===== src/rtl/lkv_pkg.sv =====
`default_nettype none

package lkv_pkg;

  // Port field widths.
  localparam int unsigned ReqTypeW   = 2;
  localparam int unsigned KeyPortW   = 32;
  localparam int unsigned ValPortW   = 32;
  localparam int unsigned CountPortW = 5;

  // Parameter defaults.
  localparam int unsigned TableDepthDef = 16;
  localparam int unsigned KeyBitsDef    = 32;
  localparam int unsigned ValueBitsDef  = 32;

  // Request kinds. The fourth code behaves as a lookup.
  localparam logic [ReqTypeW-1:0] ReqLookup = 2'd0;
  localparam logic [ReqTypeW-1:0] ReqPut    = 2'd1;
  localparam logic [ReqTypeW-1:0] ReqRemove = 2'd2;

  typedef enum logic [1:0] {
    StIdle,
    StScan,
    StShift,
    StFinish
  } seq_state_e;

  typedef struct packed {
    logic                  status;
    logic [CountPortW-1:0] count;
    logic [ValPortW-1:0]   value;
    logic                  found;
  } result_t;

endpackage

`default_nettype wire


===== src/rtl/linear_key_value_table.sv =====
// An accepted request scans the entries (at least one), a remove then shifts the entries
// behind the match down by one, and the result passes through an output register to the output.
// The block takes no new request until its result has been taken by the output register;
// the scan is done by the single key comparator that checks one entry per cycle.
// Reset clears the entry count and the handshake state; table contents are not cleared.
`default_nettype none

module linear_key_value_table #(
  parameter int unsigned TABLE_DEPTH = lkv_pkg::TableDepthDef,
  parameter int unsigned KEY_BITS    = lkv_pkg::KeyBitsDef,
  parameter int unsigned VALUE_BITS  = lkv_pkg::ValueBitsDef
) (
  input  wire logic        clk_i,
  input  wire logic        rst_ni,
  input  wire logic        s_axis_tvalid,
  output logic             s_axis_tready,
  input  wire logic [63:0] s_axis_tdata,  // req_key [31:0], req_value [63:32]
  input  wire logic [1:0]  s_axis_tuser,  // req_type [1:0]
  output logic             m_axis_tvalid,
  input  wire logic        m_axis_tready,
  output logic [39:0]      m_axis_tdata,  // found_value [31:0], entries_in_use [36:32]
  output logic [1:0]       m_axis_tuser   // key_found [0], status [1]
);

  import lkv_pkg::*;

  logic    res_valid;
  logic    res_ready;
  result_t res;
  result_t out_q;
  logic    out_valid_q;

  lkv_seq #(
    .TABLE_DEPTH (TABLE_DEPTH),
    .KEY_BITS    (KEY_BITS),
    .VALUE_BITS  (VALUE_BITS)
  ) u_seq (
    .clk_i       (clk_i),
    .rst_ni      (rst_ni),
    .req_valid_i (s_axis_tvalid),
    .req_ready_o (s_axis_tready),
    .req_type_i  (s_axis_tuser),
    .req_key_i   (s_axis_tdata[31:0]),
    .req_value_i (s_axis_tdata[63:32]),
    .res_valid_o (res_valid),
    .res_ready_i (res_ready),
    .res_o       (res)
  );

  assign res_ready = !out_valid_q || m_axis_tready;

  always_ff @(posedge clk_i or negedge rst_ni) begin
    if (!rst_ni) begin
      out_valid_q <= 1'b0;
    end else if (res_ready) begin
      out_valid_q <= res_valid;
    end
  end

  always_ff @(posedge clk_i) begin
    if (res_ready && res_valid) begin
      out_q <= res;
    end
  end

  assign m_axis_tvalid = out_valid_q;
  assign m_axis_tdata  = {3'b000, out_q.count, out_q.value};
  assign m_axis_tuser  = {out_q.status, out_q.found};

  // A rejected put never matched a key.
  assert property (@(posedge clk_i) disable iff (!rst_ni)
    (res_valid && res.status) |-> !res.found)
    else $error("rejected put reports a found key");

  // A put is rejected only when the table is full.
  assert property (@(posedge clk_i) disable iff (!rst_ni)
    (res_valid && res.status) |-> (res.count == CountPortW'(TABLE_DEPTH)))
    else $error("put rejected while table has room");

  // The block takes one request at a time.
  assert property (@(posedge clk_i) disable iff (!rst_ni)
    (s_axis_tvalid && s_axis_tready) |=> !s_axis_tready)
    else $error("request accepted while busy");

  // A pending result blocks new requests.
  assert property (@(posedge clk_i) disable iff (!rst_ni)
    res_valid |-> !s_axis_tready)
    else $error("ready asserted with a result pending");

endmodule

`default_nettype wire


===== src/rtl/lkv_mem.sv =====
`default_nettype none

module lkv_mem #(
  parameter int unsigned DEPTH = 16,
  parameter int unsigned WIDTH = 64
) (
  input  wire logic                                       clk_i,
  input  wire logic                                       wr_en_i,
  input  wire logic [(DEPTH > 1 ? $clog2(DEPTH) : 1)-1:0] wr_addr_i,
  input  wire logic [WIDTH-1:0]                           wr_data_i,
  input  wire logic                                       rd_en_i,
  input  wire logic [(DEPTH > 1 ? $clog2(DEPTH) : 1)-1:0] rd_addr_i,
  output logic      [WIDTH-1:0]                           rd_data_o
);

  logic [WIDTH-1:0] mem_q [DEPTH];

  always_ff @(posedge clk_i) begin
    if (wr_en_i) begin
      mem_q[wr_addr_i] <= wr_data_i;
    end
  end

  always_ff @(posedge clk_i) begin
    if (rd_en_i) begin
      rd_data_o <= mem_q[rd_addr_i];
    end
  end

endmodule

`default_nettype wire


===== src/rtl/lkv_seq.sv =====
`default_nettype none

module lkv_seq #(
  parameter int unsigned TABLE_DEPTH = 16,
  parameter int unsigned KEY_BITS    = 32,
  parameter int unsigned VALUE_BITS  = 32
) (
  input  wire logic                          clk_i,
  input  wire logic                          rst_ni,
  input  wire logic                          req_valid_i,
  output logic                               req_ready_o,
  input  wire logic [lkv_pkg::ReqTypeW-1:0]  req_type_i,
  input  wire logic [lkv_pkg::KeyPortW-1:0]  req_key_i,
  input  wire logic [lkv_pkg::ValPortW-1:0]  req_value_i,
  output logic                               res_valid_o,
  input  wire logic                          res_ready_i,
  output lkv_pkg::result_t                   res_o
);

  import lkv_pkg::*;

  localparam int unsigned AW = (TABLE_DEPTH > 1) ? $clog2(TABLE_DEPTH) : 1;
  localparam int unsigned CW = $clog2(TABLE_DEPTH + 1);
  localparam int unsigned IW = CW + 1;
  localparam int unsigned KW = (KEY_BITS < KeyPortW) ? KEY_BITS : KeyPortW;
  localparam int unsigned VW = (VALUE_BITS < ValPortW) ? VALUE_BITS : ValPortW;
  localparam int unsigned EW = KW + VW;

  seq_state_e            state_q, state_d;
  logic [ReqTypeW-1:0]   type_q, type_d;
  logic [KW-1:0]         key_q, key_d;
  logic [VW-1:0]         value_q, value_d;
  logic [AW-1:0]         idx_q, idx_d;
  logic [CW-1:0]         count_q, count_d;
  logic                  found_q, found_d;
  logic [VW-1:0]         old_q, old_d;
  logic                  status_q, status_d;

  logic                  wr_en;
  logic [AW-1:0]         wr_addr;
  logic [EW-1:0]         wr_data;
  logic                  rd_en;
  logic [AW-1:0]         rd_addr;
  logic [EW-1:0]         rd_data;

  logic [IW-1:0]         next_idx;
  logic                  more;
  logic                  hit;

  lkv_mem #(
    .DEPTH (TABLE_DEPTH),
    .WIDTH (EW)
  ) u_mem (
    .clk_i     (clk_i),
    .wr_en_i   (wr_en),
    .wr_addr_i (wr_addr),
    .wr_data_i (wr_data),
    .rd_en_i   (rd_en),
    .rd_addr_i (rd_addr),
    .rd_data_o (rd_data)
  );

  // The read data always holds the entry at idx_q while scanning or shifting.
  assign next_idx = IW'(idx_q) + IW'(1);
  assign more     = next_idx < IW'(count_q);
  assign hit      = (rd_data[EW-1:VW] == key_q) && (count_q != '0);

  always_ff @(posedge clk_i or negedge rst_ni) begin
    if (!rst_ni) begin
      state_q <= StIdle;
      count_q <= '0;
    end else begin
      state_q <= state_d;
      count_q <= count_d;
    end
  end

  always_ff @(posedge clk_i) begin
    type_q   <= type_d;
    key_q    <= key_d;
    value_q  <= value_d;
    idx_q    <= idx_d;
    found_q  <= found_d;
    old_q    <= old_d;
    status_q <= status_d;
  end

  always_comb begin
    state_d     = state_q;
    type_d      = type_q;
    key_d       = key_q;
    value_d     = value_q;
    idx_d       = idx_q;
    count_d     = count_q;
    found_d     = found_q;
    old_d       = old_q;
    status_d    = status_q;
    wr_en       = 1'b0;
    wr_addr     = idx_q;
    wr_data     = {key_q, value_q};
    rd_en       = 1'b0;
    rd_addr     = AW'(next_idx);
    req_ready_o = 1'b0;
    res_valid_o = 1'b0;

    case (state_q)
      StIdle: begin
        req_ready_o = 1'b1;
        if (req_valid_i) begin
          type_d   = req_type_i;
          key_d    = req_key_i[KW-1:0];
          value_d  = req_value_i[VW-1:0];
          found_d  = 1'b0;
          old_d    = '0;
          status_d = 1'b0;
          idx_d    = '0;
          rd_en    = 1'b1;
          rd_addr  = '0;
          state_d  = StScan;
        end
      end

      StScan: begin
        if (hit) begin
          found_d = 1'b1;
          old_d   = rd_data[VW-1:0];
          state_d = StFinish;
          case (type_q)
            ReqPut: begin
              wr_en = 1'b1;
            end
            ReqRemove: begin
              if (more) begin
                rd_en   = 1'b1;
                idx_d   = AW'(next_idx);
                state_d = StShift;
              end else begin
                count_d = count_q - CW'(1);
              end
            end
            default: begin
            end
          endcase
        end else if (more) begin
          rd_en = 1'b1;
          idx_d = AW'(next_idx);
        end else begin
          state_d = StFinish;
          if (type_q == ReqPut) begin
            if (count_q < CW'(TABLE_DEPTH)) begin
              wr_en   = 1'b1;
              wr_addr = AW'(count_q);
              count_d = count_q + CW'(1);
            end else begin
              status_d = 1'b1;
            end
          end
        end
      end

      StShift: begin
        // Move the entry at idx_q down by one to close the gap.
        wr_en   = 1'b1;
        wr_addr = idx_q - AW'(1);
        wr_data = rd_data;
        if (more) begin
          rd_en = 1'b1;
          idx_d = AW'(next_idx);
        end else begin
          count_d = count_q - CW'(1);
          state_d = StFinish;
        end
      end

      StFinish: begin
        res_valid_o = 1'b1;
        if (res_ready_i) begin
          state_d = StIdle;
        end
      end

      default: begin
        state_d = StIdle;
      end
    endcase
  end

  always_comb begin
    res_o        = '0;
    res_o.found  = found_q;
    res_o.value  = ValPortW'(old_q);
    res_o.status = status_q;
    res_o.count  = CountPortW'(count_q);
  end

endmodule

`default_nettype wire

===== config.mk =====
export PLATFORM = sky130hd
export DESIGN_NAME = linear_key_value_table
export DESIGN_NICKNAME = d
export VERILOG_FILES = /design/src/rtl/lkv_pkg.sv /design/src/rtl/linear_key_value_table.sv /design/src/rtl/lkv_mem.sv /design/src/rtl/lkv_seq.sv
export SDC_FILE = /design/constraint.sdc
export NUM_CORES = 2
export LEC_CHECK = 0
export BUFFER_PORTS_ARGS = -buffer_cell sky130_fd_sc_hd__buf_2
export CORE_ASPECT_RATIO = 1.4
export CORE_MARGIN = 5
export CORE_UTILIZATION = 62
export DETAILED_ROUTE_END_ITERATION = 16
export GPL_TIMING_DRIVEN = 0
export PLACE_DENSITY_LB_ADDON = 0.08
export REMOVE_ABC_BUFFERS = 1
export SYNTH_ARGS = -nofsm -noshare
export SYNTH_HDL_FRONTEND = slang
export SYNTH_SLANG_ARGS = --single-unit

===== constraint.sdc =====
create_clock -name clk_i -period 6.9 [get_ports clk_i]
set_clock_uncertainty 0.1 [all_clocks]
set_input_delay 1.035 -clock clk_i [delete_from_list [all_inputs] [get_ports clk_i]]
set_output_delay 1.035 -clock clk_i [all_outputs]
set_load 0.01 [all_outputs]

* After elaboration in Yosys (flattened, before gate mapping)
Memory sizes are Yosys's and may differ from the RTL's. A register that Yosys moved wholly into a read port is not among the register bits.
Cells that the tools add are included.
** Word-level totals
- Bits in registers :: 151
- Bits in writable memories :: 1024
- Input bits :: 70
- Word-level logic and storage cells :: 106
- Memories kept :: 1
** Cells by class
- Add/sub/neg operators :: 4
- Magnitude comparators :: 2
- Equality and inequality tests :: 17
- Muxes and demuxes :: 53
- Reductions and logical operators :: 15
** Memories
- u_seq.u_mem.mem_q :: words 16, bits a word 64, rd ports 1, clocked after memory_dff 1, wr ports 1, line lkv_mem.sv:16 : logic [WIDTH-1:0] mem_q [DEPTH];
** Operator list (number)
- $mux 32 :: 2
- $mux 64 :: 1
- $pmux 32 s2 :: 1
- $mux 4 :: 10
- $eq 32x32->1 :: 1
- $mux 5 :: 6
- $mux 1 :: 20
- $pmux 4 s3 :: 1
- $mux 2 :: 5
- $ne 2x2->1 const B :: 5
- $pmux 5 s2 :: 1
- $pmux 2 s4 :: 1
- $pmux 4 s2 :: 1
- $eq 2x2->1 const B :: 3
- $lt 6x5->1 :: 1
- $ne 3x1->1 const B :: 2
- $ne 3x3->1 const B :: 2
- $pmux 1 s2 :: 3
- $reduce_and 3->1 :: 2
- $reduce_and 6->1 :: 1
- $add 4x1->5 const B :: 1
- $add 5x1->5 const B :: 1
- $lt 5x5->1 const B :: 1
- $reduce_and 5->1 :: 1
- 13 further kinds :: 18

* Logic depth before layout (Yosys ltp)
- Word-level depth :: 8
- Mapped depth :: 12

* Cells and area by module
Synthesis repeated with hierarchy kept, for this count alone.
** Second synthesis, totals
- Cell total of the unflattened synthesis :: 2087
- Area, all modules :: 47070.1 um^2
** Modules (own cells, without submodules)
- lkv_mem :: times used 1, cells an instance 1647, area an instance 40222.3 um^2, seq. area each 32671.3 um^2
- lkv_seq :: times used 1, cells an instance 393, area an instance 5596.6 um^2, seq. area each 3298.2 um^2
- linear_key_value_table :: times used 1, cells an instance 47, area an instance 1251.2 um^2, seq. area each 1196.1 um^2

* Worst setup path after synthesis
OpenSTA, ideal clock, no wires.
- Path kind :: reg-to-reg
- Start point :: reg u_seq.idx_q[0]
- End point :: mem u_seq.u_mem.mem_q[8][0] (enable)
- Library setup time :: 0.487 ns
- Arrival :: 5.672 ns
- Required time :: 6.313 ns
- Slack :: 0.642 ns
- Cell stages (with the launch flop) :: 13
- Buffers on the path :: 2
- Path through :: edfxtp_1 -> inv_1 -> clkbuf_1 -> clkbuf_1 -> ha_1 -> ha_1 -> a21boi_0 -> o2111ai_1 -> nand2_1 -> and3_1 -> and3_1 -> or3_1 -> nor2_1
** On the way
- Longest elaborated chain between the ends :: 7
- Elaborated cells on any way between the ends :: 13
- Classes of those cells :: add/sub: 2; order compare: 1; mux: 10
** Ends and longest elaborated chain
- start: declaration :: line lkv_seq.sv:33 : logic [AW-1:0] idx_q, idx_d;
- start signal: assignment :: line lkv_seq.sv:82 : idx_q <= idx_d;
- $add 4x1->5 :: line lkv_seq.sv:64 : assign next_idx = IW'(idx_q) + IW'(1);
- $lt 6x5->1 :: line lkv_seq.sv:65 : assign more = next_idx < IW'(count_q);
- $mux 1 :: line lkv_seq.sv:144 : end else if (more) begin
- $mux 1 :: line lkv_seq.sv:124 : if (hit) begin
- $pmux 1 s2 :: line lkv_seq.sv:106 : case (state_q)
- $mux 1 :: line lkv_mem.sv:19 : if (wr_en_i) begin
- $mux 1 (not written as such) :: line lkv_mem.sv:20 : mem_q[wr_addr_i] <= wr_data_i;
- end: declaration :: line lkv_mem.sv:16
Parallel ways exist; a longest one is shown, timed or not.

* Final worst setup path
- Start point :: reg u_seq.idx_q[0]
- End point :: mem u_seq.u_mem.mem_q[0][48] (enable)
The elaborated chain is that of the path after synthesis.

==> run_summary.xml <==
<?xml version="1.0" encoding="UTF-8"?>
<metrics>
  <group name="status">
    <metric name="status" unit="">finished clean</metric>
  </group>
  <group name="global_route">
    <metric name="grt_remaining_overflow" unit="">0</metric>
    <metric name="grt_start_max_net_pins" unit="">95</metric>
    <metric name="wire_length_of_the_first_global_routing_pass" unit="microns">185000</metric>
    <metric name="first_global_vias" unit="">29100</metric>
    <metric name="gr-usage-all-layers" unit="%">28.9</metric>
    <metric name="grt_antenna_before_repair" unit="">1</metric>
  </group>
  <group name="placement">
    <metric name="place.detailed.instances" unit="">4139</metric>
    <metric name="dp_slack" unit="ns">0.0679</metric>
    <metric name="detailed_place.area" unit="sq mm">0.0536</metric>
    <metric name="gp_congestion" unit="">0.839</metric>
    <metric name="dp_hpwl" unit="microns">72400</metric>
    <metric name="placement.io_buffers" unit="">110</metric>
  </group>
  <group name="synthesis">
    <metric name="synth.yosys.warnings" unit="">0</metric>
    <metric name="netlist-cell-type-count" unit="">58</metric>
    <metric name="synth-seq-area-share" unit="%">75.1</metric>
    <metric name="number_of_enable_type_register_cells_in_the_synthesized_netlist" unit="">1231</metric>
    <metric name="synth_area" unit="sq mm">0.0495</metric>
    <metric name="synthesis.instances" unit="">3055</metric>
    <metric name="asyncSetResetFlopFracSynth" unit="%">0.646</metric>
    <metric name="dominant_register_cell_in_the_synthesized_netlist" unit="">edfxtp_1</metric>
    <metric name="avgSynthCellArea" unit="sq um">16.2</metric>
    <metric name="yosys_reg_bits" unit="">1239</metric>
  </group>
  <group name="worst_setup_path">
    <metric name="r2r_slack" unit="ns">0.65</metric>
    <metric name="critical_path.slowest_cell" unit="">ha_4</metric>
    <metric name="timing.critical_path.fanout_max" unit="">58</metric>
    <metric name="endpoint_kind" unit="">register</metric>
    <metric name="r2r.worst_path.cells" unit="">16</metric>
    <metric name="crit_path_frequent_cell" unit="">buf_16</metric>
    <metric name="crit_path_cell_trace" unit="">buf_16 &gt; buf_16 &gt; buf_16 &gt; inv_4 &gt; buf_16 &gt; ha_4 &gt; ha_1 &gt; a21boi_0 &gt; o2111ai_1 &gt; nand2_1 &gt; and3_1 &gt; and3_1 &gt; or3_1 &gt; nor2_4 &gt; buf_12 &gt; buf_12</metric>
    <metric name="cp_class" unit="">reg2reg</metric>
    <metric name="critical_path_max_stage_delay" unit="ns">0.73</metric>
    <metric name="cp_data_required_time" unit="ns">7.18</metric>
    <metric name="startpoint_type" unit="">register</metric>
    <metric name="critPathArrivalTime" unit="ns">6.53</metric>
  </group>
  <group name="timing">
    <metric name="fin_tns_setup" unit="ns">0</metric>
    <metric name="setup_ws" unit="ns">0.652</metric>
    <metric name="worst_slew_margin" unit="%">20.2</metric>
    <metric name="slew_violations" unit="">0</metric>
    <metric name="final.min_clock_period" unit="ns">6.25</metric>
    <metric name="setup_viol" unit="">0</metric>
    <metric name="tightest_slew" unit="ns">1.20</metric>
    <metric name="grt_setup_unrepaired" unit="">false</metric>
    <metric name="timing_hold_violations_final" unit="">0</metric>
    <metric name="fmax" unit="MHz">160</metric>
    <metric name="finalCritPeriodShare" unit="%">90.5</metric>
  </group>
  <group name="drt">
    <metric name="antenna_left" unit="">0</metric>
    <metric name="routed_via_density" unit="">6.65</metric>
    <metric name="met1Wirelength" unit="microns">48500</metric>
    <metric name="wl_met3" unit="microns">9840</metric>
    <metric name="drt_first_pass_iters" unit="">8</metric>
    <metric name="detailroute.wirelength.met2" unit="microns">63600</metric>
    <metric name="uppermost_layer_routed" unit="">met4</metric>
    <metric name="number_of_drc_markers_in_iteration_0" unit="">3336</metric>
    <metric name="post_drt_wl_per_cell" unit="microns">29.1</metric>
    <metric name="drc" unit="">0</metric>
    <metric name="routed_vias" unit="">28900</metric>
    <metric name="postRouteWirelength" unit="microns">127000</metric>
  </group>
  <group name="final_layout">
    <metric name="layout.cells.most_common" unit="">edfxtp_1</metric>
    <metric name="n_antenna_cell" unit="">0</metric>
    <metric name="synthToLayoutAreaGrowth" unit="%">15.4</metric>
    <metric name="final-instance-count-excl-fill" unit="">4349</metric>
    <metric name="num-fill-cells" unit="">4916</metric>
    <metric name="fin_nets" unit="">3283</metric>
    <metric name="final_cell_area" unit="sq mm">0.0571</metric>
    <metric name="final_layout_size_suffix_gt1_share" unit="%">22.6</metric>
    <metric name="most-common-layout-cells" unit="">1,231 x edfxtp_1, 321 x mux2_2, 267 x a21oi_1, 206 x nand2_1, 201 x o21ai_0</metric>
  </group>
  <group name="power">
    <metric name="p_leak" unit="nW">19.1</metric>
    <metric name="powerDensity" unit="mW/mm^2">470</metric>
    <metric name="ir_drop" unit="uV">523</metric>
    <metric name="power.switching" unit="mW">9.53</metric>
    <metric name="flop_pwr_share" unit="%">38.8</metric>
    <metric name="power.share.clock" unit="%">22.4</metric>
    <metric name="share_comb_of_total_power" unit="%">38.7</metric>
    <metric name="switching_share" unit="%">35.5</metric>
    <metric name="power.internal" unit="mW">17.3</metric>
  </group>
  <group name="floorplanning">
    <metric name="die_x" unit="microns">249</metric>
    <metric name="start_util" unit="%">62.6</metric>
    <metric name="die_area" unit="sq mm">0.0857</metric>
    <metric name="total_number_of_placement_rows" unit="">122</metric>
    <metric name="die_height" unit="microns">344</metric>
    <metric name="number_of_top_level_design_ports" unit="">114</metric>
    <metric name="fp.coreArea" unit="sq mm">0.0791</metric>
  </group>
  <group name="cts">
    <metric name="clk_latency" unit="ns">0.69</metric>
    <metric name="ctsRootBufferMaster" unit="">clkbuf_16</metric>
    <metric name="cts_buffer_count" unit="">112</metric>
    <metric name="cts_max_path_buffers" unit="">3</metric>
    <metric name="cts.clk_slew.worst_paths" unit="ns">0.07</metric>
    <metric name="clock_tree.htree_level_count" unit="">3</metric>
    <metric name="clock_sinks" unit="">1239</metric>
    <metric name="tritoncts" unit="">built</metric>
  </group>
  <group name="worst_hold_path">
    <metric name="hold_path.class" unit="">in2async</metric>
  </group>
  <group name="flow_run">
    <metric name="timing.max_cap.violations" unit="">0</metric>
  </group>
</metrics>
path summary, 6_finish.rpt:
kind                                                from                                  to
setup / recovery            u_seq.idx_q[0]$_SDFFCE_PP0P_  u_seq.u_mem.mem_q[0][48]$_DFFE_PP_
setup reg to reg            u_seq.idx_q[0]$_SDFFCE_PP0P_  u_seq.u_mem.mem_q[0][48]$_DFFE_PP_
min in group clk_i         u_seq.old_q[31]$_SDFFCE_PN0P_          m_axis_tdata[31]$_DFFE_PP_
hold / removal                                    rst_ni        u_seq.state_q[0]$_DFFE_PN0P_
hold reg to reg            u_seq.old_q[31]$_SDFFCE_PN0P_          m_axis_tdata[31]$_DFFE_PP_
max in group asynchronous                         rst_ni        u_seq.count_q[3]$_DFFE_PN0P_
state kept, by name, summed over array words and instances (netlist names):
name	flops
m_axis_tdata	37
m_axis_tuser	2
m_axis_tvalid	1
u_seq.count_q	5
u_seq.found_q	1
u_seq.idx_q	4
u_seq.key_q	32
u_seq.old_q	32
u_seq.state_q	2
u_seq.status_q	1
u_seq.type_q	2
u_seq.u_mem.mem_q	1024
u_seq.u_mem.rd_data_o	64
u_seq.value_q	32
Yosys cell counts, types with 8 or more instances:
master | instances | area share (%)
a21oi_1 | 269 | 2.7
a222oi_1 | 64 | 1.3
and2_1 | 39 | 0.49
and3_1 | 68 | 0.86
buf_1 | 27 | 0.20
clkbuf_1 | 171 | 1.3
dfrtp_1 | 8 | 0.40
edfxtp_1 | 1231 | 75
ha_1 | 13 | 0.33
inv_1 | 14 | 0.11
mux2_2 | 321 | 7.3
mux2i_1 | 129 | 2.6
nand2_1 | 208 | 1.6
nand3_1 | 76 | 0.77
nand4_1 | 16 | 0.20
nor2_1 | 28 | 0.21
o21ai_0 | 202 | 2.0
o221ai_1 | 64 | 1.1
xnor2_1 | 38 | 0.67
area by class of cell:
cell class	instances	area (sq um)	area share, %
Tap cell	1054	1320	2.31
Sequential cell	1239	37200	65.1
Clock inverter	59	468	0.819
Clock buffer	150	3070	5.38
Timing Repair Buffer	230	3300	5.77
Multi-Input combinational cell	1602	11700	20.6
Inverter	15	66.3	0.116
critical path, delay by kind of cell (launching register included):
family,cells,cell delay [ns]
compound gates,2,0.52
fa+ha+maj,2,1.10
buf+inv,7,1.63
flops,1,0.46
simple gates,5,1.95
metal layers:
layer	track usage, %	up-vias
li1	-	12300
met1	38.5	14700
met2	49.4	1575
met3	4.21	326
met4	10.8	0
met5	0	-
what timing repair did:
action / CTS / global route
hold buffers: 0 / 0
setup endpoints to repair: 0 / 49
buffers inserted: 0 / 1
gates resized for setup: 0 / 1
cell families (layout without fill, tap and decap cells):
group	Yosys count	count (layout)	synth area share (%)
other cells	1	3	0.00758
simple gates	473	473	4.70
flops	1239	1239	75.1
mux	450	450	9.91
compound gates	622	622	7.57
xor+xnor	41	41	0.726
fa+ha+maj	13	13	0.329
buf+inv	216	454	1.66
metrics by stage:
step / power, mW / hold WS (ns) / util [%]
final: 26.8 / 0.110 / 72.2
after global routing: 27.9 / 0.110 / 72.2
after CTS: 26.8 / 0.0836 / 72.2
after detailed placement: 20.8 / 0.305 / 67.8
after global placement: 18.6 / 0.302 / 64.0
after floorplan: 16.7 / 0.300 / -
power groups by stage:
| stage | registers (mW) | logic [mW] | clock network [mW] |
|---|---|---|---|
| after global routing | 10.5 | 11.0 | 6.41 |
| after CTS | 10.4 | 10.3 | 6.10 |
| after global placement | 10.9 | 7.76 | 0 |
| after detailed placement | 10.6 | 10.3 | 0 |
| final | 10.4 | 10.4 | 6.03 |
| after floorplan | 10.7 | 6.02 | 0 |
No activity file was read; power rests on OpenSTA's default activity.
